==> config.mk <==
export PLATFORM = sky130hd
export DESIGN_NAME = obstacle_avoid_nav_fsm_top
export DESIGN_NICKNAME = d
export VERILOG_FILES = /design/src/rtl/core/oan_pkg.sv /design/src/rtl/core/oan_nav.sv /design/src/rtl/core/obstacle_avoid_nav_fsm_top.sv
export VERILOG_INCLUDE_DIRS = /design/src /design/src/rtl/core
export SDC_FILE = /design/constraint.sdc
export NUM_CORES = 1
export LEC_CHECK = 0
export BUFFER_PORTS_ARGS = -buffer_cell sky130_fd_sc_hd__clkbuf_2
export CAP_MARGIN = 20
export CORE_MARGIN = 3
export CORE_UTILIZATION = 48
export DETAILED_ROUTE_END_ITERATION = 8
export HOLD_SLACK_MARGIN = 0.15
export PLACE_DENSITY = 0.65
export SETUP_SLACK_MARGIN = 0.05
export SYNTH_ARGS = -nofsm -noshare
export SYNTH_HDL_FRONTEND = slang
export SYNTH_SLANG_ARGS = --single-unit
export TNS_END_PERCENT = 20
==> constraint.sdc <==
create_clock -name clk -period 4 [get_ports clk]
set_clock_uncertainty 0.05 [all_clocks]
set_input_delay 0.8 -clock clk [delete_from_list [all_inputs] [get_ports clk]]
set_output_delay 0.8 -clock clk [all_outputs]
set_load 0.01 [all_outputs]
==> src/rtl/core/assert_macros.svh <==
// Assertion macros shared by the RTL of the navigation block.
`ifndef ASSERT_MACROS_SVH
`define ASSERT_MACROS_SVH

`ifndef NO_ASSERTIONS

// Checked on every rising edge, skipped while reset is asserted.
`define ASSERT_RST(lbl, clk, rst_n, prop, msg) \
  lbl: assert property (@(posedge clk) disable iff (!rst_n) prop) else $error(msg);

// Checked on every rising edge, reset included.
`define ASSERT_ALWAYS(lbl, clk, prop, msg) \
  lbl: assert property (@(posedge clk) prop) else $error(msg);

`else

`define ASSERT_RST(lbl, clk, rst_n, prop, msg)
`define ASSERT_ALWAYS(lbl, clk, prop, msg)

`endif

`endif

==> src/rtl/core/oan_pkg.sv <==
// Types, codes and helpers of the obstacle-avoidance navigation block.
`default_nettype none

package oan_pkg;

  localparam int OAN_FIFO_DEPTH = 4;

  localparam int DIST_W   = 10;
  localparam int BUMP_W   = 4;
  localparam int DUTY_W   = 8;
  localparam int HOLD_W   = 10;
  localparam int CFG_W    = 10;
  localparam int CFG_A_W  = 3;

  localparam logic [DUTY_W-1:0] DUTY_MIN = 8'd80;
  localparam logic [DUTY_W-1:0] DUTY_MID = 8'd160;
  localparam logic [DUTY_W-1:0] DUTY_MAX = 8'd255;
  localparam logic [HOLD_W-1:0] HOLD_TURN = 10'd800;
  localparam logic [HOLD_W-1:0] HOLD_NONE = 10'd0;

  localparam logic [1:0] SPEED_MIN = 2'd1;
  localparam logic [1:0] SPEED_MID = 2'd2;
  localparam logic [1:0] DIR_PREF_RIGHT = 2'd1;

  typedef enum logic [CFG_A_W-1:0] {
    CFG_SPEED_LEVEL  = 3'd0,
    CFG_DIR_PREF     = 3'd1,
    CFG_FRONT_LIMIT  = 3'd2,
    CFG_SIDE_CLEAR   = 3'd3,
    CFG_SIDE_NEAR    = 3'd4,
    CFG_SIDE_RELEASE = 3'd5
  } cfg_idx_t;

  typedef enum logic [2:0] {
    NAV_CRUISE     = 3'd0,
    NAV_OBST_LEFT  = 3'd1,
    NAV_OBST_RIGHT = 3'd2,
    NAV_PICK_SIDE  = 3'd3,
    NAV_TURN_AROUND = 3'd4,
    NAV_SKIP_LEFT  = 3'd5,
    NAV_SKIP_RIGHT = 3'd6
  } nav_state_t;

  typedef enum logic [1:0] {
    ACT_FWD    = 2'd0,
    ACT_LEFT   = 2'd1,
    ACT_RIGHT  = 2'd2,
    ACT_AROUND = 2'd3
  } motor_act_t;

  typedef enum logic [1:0] {
    REQ_NONE   = 2'd0,
    REQ_RIGHT  = 2'd1,
    REQ_LEFT   = 2'd2,
    REQ_AROUND = 2'd3
  } bump_req_t;

  typedef struct packed {
    logic [1:0]        speed_level;
    logic [1:0]        direction_pref;
    logic [DIST_W-1:0] front_limit;
    logic [DIST_W-1:0] side_clear_limit;
    logic [DIST_W-1:0] side_near_limit;
    logic [DIST_W-1:0] side_release_limit;
  } oan_cfg_t;

  typedef struct packed {
    logic [DIST_W-1:0] front_distance;
    logic [DIST_W-1:0] left_distance;
    logic [DIST_W-1:0] right_distance;
    logic [BUMP_W-1:0] bumper_hits;
    logic              front_event;
  } oan_item_t;

  typedef struct packed {
    motor_act_t        motor_action;
    logic [DUTY_W-1:0] motor_duty;
    logic [HOLD_W-1:0] hold_ms;
    nav_state_t        nav_state_after;
    logic              last_result;
  } oan_res_t;

  // Decision of one tick: up to two words plus the state to keep.
  typedef struct packed {
    oan_res_t   res_first;
    oan_res_t   res_second;
    logic [1:0] res_cnt;
    nav_state_t state_nxt;
  } oan_step_t;

  function automatic logic [DUTY_W-1:0] oan_duty(input logic [1:0] speed);
    logic [DUTY_W-1:0] duty;
    case (speed)
      SPEED_MIN: duty = DUTY_MIN;
      SPEED_MID: duty = DUTY_MID;
      default:   duty = DUTY_MAX;
    endcase
    return duty;
  endfunction

endpackage

`default_nettype wire

==> src/rtl/core/oan_nav.sv <==
// Navigation decision for one tick: bumper resolution, state step, result words.
`default_nettype none

module oan_nav
  import oan_pkg::*;
(
  input  oan_item_t  item,
  input  oan_cfg_t   cfg,
  input  nav_state_t nav_state,
  output oan_step_t  step
);

  bump_req_t         req;
  nav_state_t        st;
  logic              bump_vld;
  motor_act_t        bump_act;
  logic              st_vld;
  motor_act_t        st_act;
  logic              front_blk;
  logic              left_clr;
  logic              right_clr;
  logic [DUTY_W-1:0] duty;
  oan_res_t          bump_res;
  oan_res_t          st_res;

  assign duty      = oan_duty(cfg.speed_level);
  assign front_blk = item.front_distance > cfg.front_limit;
  assign left_clr  = item.left_distance < cfg.side_clear_limit;
  assign right_clr = item.right_distance < cfg.side_clear_limit;

  always_comb begin
    // interrupt order, last write wins
    req = REQ_NONE;
    if (item.front_event)    req = REQ_AROUND;
    if (item.bumper_hits[0]) req = REQ_RIGHT;
    if (item.bumper_hits[1] || item.bumper_hits[2]) req = REQ_AROUND;
    if (item.bumper_hits[3]) req = REQ_LEFT;

    st       = nav_state;
    bump_vld = 1'b0;
    bump_act = ACT_FWD;
    case (req)
      REQ_RIGHT: begin
        bump_vld = 1'b1;
        bump_act = ACT_RIGHT;
        st       = NAV_CRUISE;
      end
      REQ_LEFT: begin
        bump_vld = 1'b1;
        bump_act = ACT_LEFT;
        st       = NAV_CRUISE;
      end
      REQ_AROUND: st = NAV_TURN_AROUND;
      default: ;
    endcase

    st_vld = 1'b0;
    st_act = ACT_FWD;
    case (st)
      NAV_CRUISE: begin
        st_vld = 1'b1;
        st_act = ACT_FWD;
        if (front_blk) begin
          if (left_clr && right_clr) st = NAV_PICK_SIDE;
          else if (right_clr)        st = NAV_OBST_RIGHT;
          else if (left_clr)         st = NAV_OBST_LEFT;
          else                       st = NAV_TURN_AROUND;
        end else if (item.left_distance > cfg.side_near_limit) begin
          st = NAV_SKIP_LEFT;
        end else if (item.right_distance > cfg.side_near_limit) begin
          st = NAV_SKIP_RIGHT;
        end
      end
      NAV_OBST_LEFT: begin
        if (front_blk) begin
          st_vld = 1'b1;
          st_act = ACT_LEFT;
        end else begin
          st = NAV_CRUISE;
        end
      end
      NAV_OBST_RIGHT: begin
        if (front_blk) begin
          st_vld = 1'b1;
          st_act = ACT_RIGHT;
        end else begin
          st = NAV_CRUISE;
        end
      end
      NAV_PICK_SIDE: begin
        st = (cfg.direction_pref == DIR_PREF_RIGHT) ? NAV_OBST_RIGHT : NAV_OBST_LEFT;
      end
      NAV_TURN_AROUND: begin
        st_vld = 1'b1;
        st_act = ACT_AROUND;
        st     = NAV_CRUISE;
      end
      NAV_SKIP_LEFT: begin
        st_vld = 1'b1;
        st_act = ACT_LEFT;
        if (item.left_distance < cfg.side_release_limit) st = NAV_CRUISE;
      end
      NAV_SKIP_RIGHT: begin
        st_vld = 1'b1;
        st_act = ACT_RIGHT;
        if (item.right_distance < cfg.side_release_limit) st = NAV_CRUISE;
      end
      default: st = NAV_CRUISE;
    endcase
  end

  always_comb begin
    bump_res.motor_action    = bump_act;
    bump_res.motor_duty      = duty;
    bump_res.hold_ms         = HOLD_TURN;
    bump_res.nav_state_after = NAV_CRUISE;
    bump_res.last_result     = ~st_vld;

    st_res.motor_action    = st_act;
    st_res.motor_duty      = duty;
    st_res.hold_ms         = HOLD_NONE;
    st_res.nav_state_after = st;
    st_res.last_result     = 1'b1;

    step.res_first  = bump_vld ? bump_res : st_res;
    step.res_second = st_res;
    step.res_cnt    = {1'b0, bump_vld} + {1'b0, st_vld};
    step.state_nxt  = st;
  end

endmodule

`default_nettype wire

==> src/rtl/core/obstacle_avoid_nav_fsm_top.sv <==
// Top level of the obstacle-avoidance navigation block.
//
// One input word per control tick: three IR distance samples, bumper change
// bits and the front infrared event. Each tick yields zero, one or two motor
// command words on the output stream; out_tlast marks the last word of a
// tick. A tick that only moves the state (pick side, leaving a turn) gives
// no word at all.
// Pipeline: input register -> decision logic -> small output queue.
// An accepted word is held in the input register until the decision logic
// writes its result words into the queue, whose oldest word drives out_tdata.
// The input stage takes one word per cycle while the queue has room for two;
// ticks with two words are bounded by the output side at one word per cycle.
// When the receiver stalls, words wait in the queue (FIFO_DEPTH entries)
// and in_tready drops once the input register is full and the queue is
// nearly full; nothing is lost or reordered.
// Reset (rst_n low at a clock edge) empties the queue and the input register,
// returns to cruising and loads the default thresholds and speed.
// Configuration: cfg_we with cfg_addr and cfg_wdata writes one register per
// cycle; only write while the block is idle.
`default_nettype none
`include "assert_macros.svh"

module obstacle_avoid_nav_fsm_top
  import oan_pkg::*;
#(
  parameter int FIFO_DEPTH = OAN_FIFO_DEPTH
) (
  input  wire logic               clk,
  input  wire logic               rst_n,
  // fields from bit 0: front_distance[9:0], left_distance[9:0],
  // right_distance[9:0], bumper_hits[3:0], front_event, zero pad
  input  wire logic [39:0]        in_tdata,
  input  wire logic               in_tvalid,
  output logic                    in_tready,
  // fields from bit 0: motor_action[1:0], motor_duty[7:0], hold_ms[9:0],
  // nav_state_after[2:0], zero pad
  output logic [23:0]             out_tdata,
  output logic                    out_tlast,
  output logic                    out_tvalid,
  input  wire logic               out_tready,
  input  wire logic               cfg_we,
  input  wire logic [CFG_A_W-1:0] cfg_addr,
  input  wire logic [CFG_W-1:0]   cfg_wdata
);

  localparam int PTR_W = (FIFO_DEPTH > 1) ? $clog2(FIFO_DEPTH) : 1;
  localparam int CNT_W = $clog2(FIFO_DEPTH + 1);
  localparam logic [PTR_W-1:0] PTR_LAST  = PTR_W'(FIFO_DEPTH - 1);
  localparam logic [CNT_W-1:0] CNT_ROOM2 = CNT_W'(FIFO_DEPTH - 2);

  // configuration registers
  oan_cfg_t   cfg_r;

  // input register
  oan_item_t  item_r;
  logic       item_vld_r;

  nav_state_t nav_state_r;
  oan_step_t  step;

  // output queue
  oan_res_t        fifo_mem [FIFO_DEPTH];
  logic [PTR_W-1:0] wr_ptr_r;
  logic [PTR_W-1:0] rd_ptr_r;
  logic [CNT_W-1:0] cnt_r;
  logic [PTR_W-1:0] wr_ptr_inc;
  logic [PTR_W-1:0] wr_ptr_inc2;
  logic [PTR_W-1:0] rd_ptr_inc;

  logic       proc_fire;
  logic       pop;
  logic [1:0] push_cnt;
  oan_res_t   head;

  // ---------------- configuration ----------------
  always_ff @(posedge clk) begin
    if (!rst_n) begin
      cfg_r.speed_level        <= 2'd3;
      cfg_r.direction_pref     <= 2'd2;
      cfg_r.front_limit        <= 10'd600;
      cfg_r.side_clear_limit   <= 10'd512;
      cfg_r.side_near_limit    <= 10'd900;
      cfg_r.side_release_limit <= 10'd700;
    end else if (cfg_we) begin
      case (cfg_addr)
        CFG_SPEED_LEVEL:  cfg_r.speed_level        <= cfg_wdata[1:0];
        CFG_DIR_PREF:     cfg_r.direction_pref     <= cfg_wdata[1:0];
        CFG_FRONT_LIMIT:  cfg_r.front_limit        <= cfg_wdata;
        CFG_SIDE_CLEAR:   cfg_r.side_clear_limit   <= cfg_wdata;
        CFG_SIDE_NEAR:    cfg_r.side_near_limit    <= cfg_wdata;
        CFG_SIDE_RELEASE: cfg_r.side_release_limit <= cfg_wdata;
        default: ;
      endcase
    end
  end

  // ---------------- input stage ----------------
  // decision runs when the queue can take both possible words
  assign proc_fire = item_vld_r && (cnt_r <= CNT_ROOM2);
  assign in_tready = !item_vld_r || proc_fire;

  always_ff @(posedge clk) begin
    if (!rst_n) begin
      item_vld_r <= 1'b0;
    end else if (in_tready) begin
      item_vld_r <= in_tvalid;
    end
  end

  always_ff @(posedge clk) begin
    if (in_tready && in_tvalid) begin
      item_r.front_distance <= in_tdata[9:0];
      item_r.left_distance  <= in_tdata[19:10];
      item_r.right_distance <= in_tdata[29:20];
      item_r.bumper_hits    <= in_tdata[33:30];
      item_r.front_event    <= in_tdata[34];
    end
  end

  // ---------------- decision ----------------
  oan_nav u_nav (
    .item      (item_r),
    .cfg       (cfg_r),
    .nav_state (nav_state_r),
    .step      (step)
  );

  always_ff @(posedge clk) begin
    if (!rst_n) begin
      nav_state_r <= NAV_CRUISE;
    end else if (proc_fire) begin
      nav_state_r <= step.state_nxt;
    end
  end

  // ---------------- output queue ----------------
  assign push_cnt    = proc_fire ? step.res_cnt : 2'd0;
  assign pop         = out_tvalid && out_tready;
  assign wr_ptr_inc  = (wr_ptr_r == PTR_LAST) ? '0 : wr_ptr_r + 1'b1;
  assign wr_ptr_inc2 = (wr_ptr_inc == PTR_LAST) ? '0 : wr_ptr_inc + 1'b1;
  assign rd_ptr_inc  = (rd_ptr_r == PTR_LAST) ? '0 : rd_ptr_r + 1'b1;

  always_ff @(posedge clk) begin
    if (push_cnt != 2'd0) begin
      fifo_mem[wr_ptr_r] <= step.res_first;
    end
    if (push_cnt == 2'd2) begin
      fifo_mem[wr_ptr_inc] <= step.res_second;
    end
  end

  always_ff @(posedge clk) begin
    if (!rst_n) begin
      wr_ptr_r <= '0;
      rd_ptr_r <= '0;
      cnt_r    <= '0;
    end else begin
      case (push_cnt)
        2'd1:    wr_ptr_r <= wr_ptr_inc;
        2'd2:    wr_ptr_r <= wr_ptr_inc2;
        default: ;
      endcase
      if (pop) rd_ptr_r <= rd_ptr_inc;
      cnt_r <= cnt_r + CNT_W'(push_cnt) - CNT_W'(pop);
    end
  end

  assign head       = fifo_mem[rd_ptr_r];
  assign out_tvalid = (cnt_r != '0);
  assign out_tlast  = head.last_result;
  assign out_tdata  = {1'b0, head.nav_state_after, head.hold_ms, head.motor_duty,
                       head.motor_action};

  // ---------------- checks ----------------
  `ASSERT_RST(a_cnt_bound, clk, rst_n, cnt_r <= CNT_W'(FIFO_DEPTH), "queue count over depth")
  `ASSERT_RST(a_pop_only, clk, rst_n, (pop && push_cnt == 2'd0) |=> cnt_r == $past(cnt_r) - 1'b1, "queue count did not drop on pop")
  `ASSERT_RST(a_stall_holds, clk, rst_n, !in_tready |-> item_vld_r, "input stalled with empty input register")
  `ASSERT_RST(a_held_turn, clk, rst_n, (out_tvalid && head.hold_ms != HOLD_NONE) |-> ((head.motor_action == ACT_LEFT || head.motor_action == ACT_RIGHT) && head.nav_state_after == NAV_CRUISE), "held word is not a bumper turn")

endmodule

`default_nettype wire
==> out/results.ini <==
[run_status]
run_status = finished, final reports clean

[synthesis]
yosysWarningCount = 0
yosysSeqAreaShare = 0.462
synthArstFlopShare = 0
syn_area_sq_um = 7170
postSynthCellCount = 692
synth-seq-cells = 132
yosys.area.top_type = edfxtp_1
synth.distinct_cells = 58
synth.top_cell.area_share = 0.281
ys_dominant_reg_cell = edfxtp_1
synth.area.top_cells = edfxtp_1, dfxtp_1, ha_1
synth_edf_count = 67
synth.avg_cell_area_sq_um = 10.4

[final_layout]
layout_commonest_cell = nand2_1
nets = 907
mostFrequentLayoutCells = nand2_1, ha_1, clkbuf_2
syn2layout_area_growth_pct = 15.6
drive_gt1_frac = 0.182
nFillCells = 1249
num_antenna_cells = 0

[power]
p_int_mw = 3.03
switching_share = 0.278
p_comb_frac = 0.209
pwr-share-seq = 0.408
p_leak_nw = 3.48
p_per_area_nw_per_um2 = 507
finalPower_mw = 4.20
switchingPower_mw = 1.17
irDropWorstVdd_v = 0.000279
p_clk_frac = 0.384

[setup_path]
r2r-start = cfg_r[38]
crit_path_max_fanout = 5
r2r_cells = 19
end_kind = flip-flop
crit_slowest_cell = a31oi_2
cp_slowest_stage_delay_ns = 0.36
crit_path_start_kind = flip-flop
crit_arrival_ns = 4.05
critPathRequiredTime_ns = 4.26
crit_path_frequent_cell = ha_1
crit_chain = inv_1, ha_1, nand4_1, nor3_2, a21oi_2, a31oi_2, nor2_1, maj3_1, nand2_1, ha_1, nand2_1, ha_1, inv_1, ha_1, inv_1, fa_1, xor2_1, xnor2_1, and2_1
rr_endpoint = cnt_r[2]
criticalPathCategory = flip-flop to flip-flop
rrSetupSlack_ns = 0.21

[sta]
worst_pin_slew_ns = 1.08
fin_setup_tns_ns = 0
finalCritPeriodShare = 0.947
finalSetupViolations = 0
fin_crit_ns = 3.79
rsz0062_at_grt = true
final-hold-violation-count = 0
fmaxAchievable_ghz = 0.264
max_slew_margin = 0.279
maxSlewViolCount = 0

[cts]
tritoncts = yes
cts_hold_buf = 0
cts.sinks = 132
htreeDepth = 4
post_cts_buffers = 0
cts_max_path_buffers = 2
root_buffer = clkbuf_16
cts.clk_slew.worst_paths_ns = 0.06
cts_buffers = 17
clock_latency_ns = 0.42

[drt]
final_antenna_net_count = 0
route.detailed.drc = 0
wl_per_cell_um = 16.8
dr_total_vias = 5282
vias_per_cell = 5.50
dr.pass1.iters = 6
drt_iter0_drc = 283
finalWirelength_um = 16200

[min_path]
hold_end = fifo_mem[0][12]
hp-start = fifo_mem[0][12]
min_path_cells = 2
hold_class = flip-flop to flip-flop

[global_route]
grt_pass1_vias = 5342
grt_pass1_wl_um = 26500
grt.overflow.total = 0
grt_usage = 0.207
grt_max_degree = 56
antenna_found_initial = 0

[floorplan]
initial_core_util = 0.491
die_y_um = 128
die_w_um = 128
boundaryPins = 85
rows = 44
core-area_sq_um = 14600
dieArea_sq_um = 16400

[job]
drv_cap = 0

[place]
gp_congestion = 0.916
hpwlAfterDp_um = 12100
portBuffers = 71

[flip-flops by register name, indices dropped and copies added, names as in the netlist, named ones only]
| signal | count |
|---|---|
| cnt_r | 3 |
| item_vld_r | 1 |
| fifo_mem | 40 |
| cfg_r | 44 |
| nav_state_r | 3 |
| rd_ptr_r | 2 |
| item_r | 35 |
| wr_ptr_r | 2 |
[critical path: cells and delay by family (launching register included)]
family | cells | cell delay [ns]
AO/OA/AOI/OAI | 2 | 0.46
XOR/XNOR | 2 | 0.28
adder cells (fa/ha/maj) | 6 | 1.59
buffers and inverters | 3 | 0.15
flip-flops | 1 | 0.34
AND/OR/NAND/NOR | 6 | 0.79
[how the worst max path moves through the flow]
stage / slack (ns) / to / startpoint
3_3_place_gp: 0.14 / cnt_r[2] / item_r[34]
5_1_grt: 0.0003 / cnt_r[2] / cfg_r[38]
2_1_floorplan: 0.49 / cnt_r[2] / item_r[34]
4_1_cts: 0.21 / cnt_r[2] / cfg_r[38]
3_5_place_dp: 0.07 / cnt_r[2] / item_r[33]
6_report: 0.21 / cnt_r[2] / cfg_r[38]
[cell usage after synthesis (all sizes together) (11+ instances only)]
library cell / n
nand3: 12
ha: 85
o211ai: 22
a21oi: 27
inv: 62
o21ai: 26
buf: 18
nand2b: 15
clkbuf: 19
edfxtp: 67
nand2: 105
dfxtp: 65
a21o: 11
a21boi: 29
nor2: 27
[power by group through the flow]
stage | registers (mW) | clock network [mW] | logic [mW]
after floorplan | 1.67 | 0 | 0.683
after global placement | 1.73 | 0 | 0.846
after detailed placement | 1.74 | 0 | 0.873
after CTS | 1.72 | 1.64 | 0.882
after global routing | 1.73 | 1.71 | 0.993
final | 1.71 | 1.61 | 0.876
[final cells by class]
type | instances | area, sq um | area share
Timing Repair Buffer | 82 | 438 | 0.0528
Inverter | 62 | 233 | 0.0281
Clock buffer | 18 | 429 | 0.0518
Sequential cell | 132 | 3310 | 0.400
Tap cell | 184 | 230 | 0.0278
Clock inverter | 14 | 186 | 0.0225
Multi-Input combinational cell | 468 | 3460 | 0.417
[metal layers]
metal,track usage,up-vias,share of wire
met5,0,-,0
met2,0.340,184,0.48
li1,-,2590,-
met4,0.0868,0,0.024
met3,0.0458,33,0.054
met1,0.265,2475,0.44
[kinds of logic (layout without fill, tap and decap cells)]
logic type               count (synthesis)  after routing  share of synthesized area
buffers and inverters                   99            176                     0.0600
adder cells (fa/ha/maj)                 87             87                      0.153
AND/OR/NAND/NOR                        204            204                      0.131
other                                    1              8                   0.000523
flip-flops                             132            132                      0.462
XOR/XNOR                                 3              3                    0.00367
AO/OA/AOI/OAI                          153            153                      0.154
multiplexers                            13             13                     0.0356
[metrics by stage]
stage	instance area, sq um	worst slack (ns)	instances	hold WS [ns]	util
detailed placement	7660	0.0723	928	0.410	0.525
global placement	7660	0.143	928	0.398	0.525
floorplan	7190	0.489	699	0.382	-
finish	8290	0.211	960	0.414	0.568
global route	8290	0.000340	960	0.436	0.568
CTS	8290	0.211	960	0.419	0.568
[repair_timing]
action | CTS | global route
gates resized for setup | 1 | 1
endpoints found under the setup margin | 1 | 5
endpoints found under the hold margin | 0 | 0
No activity file was read; power rests on OpenSTA's default activity.
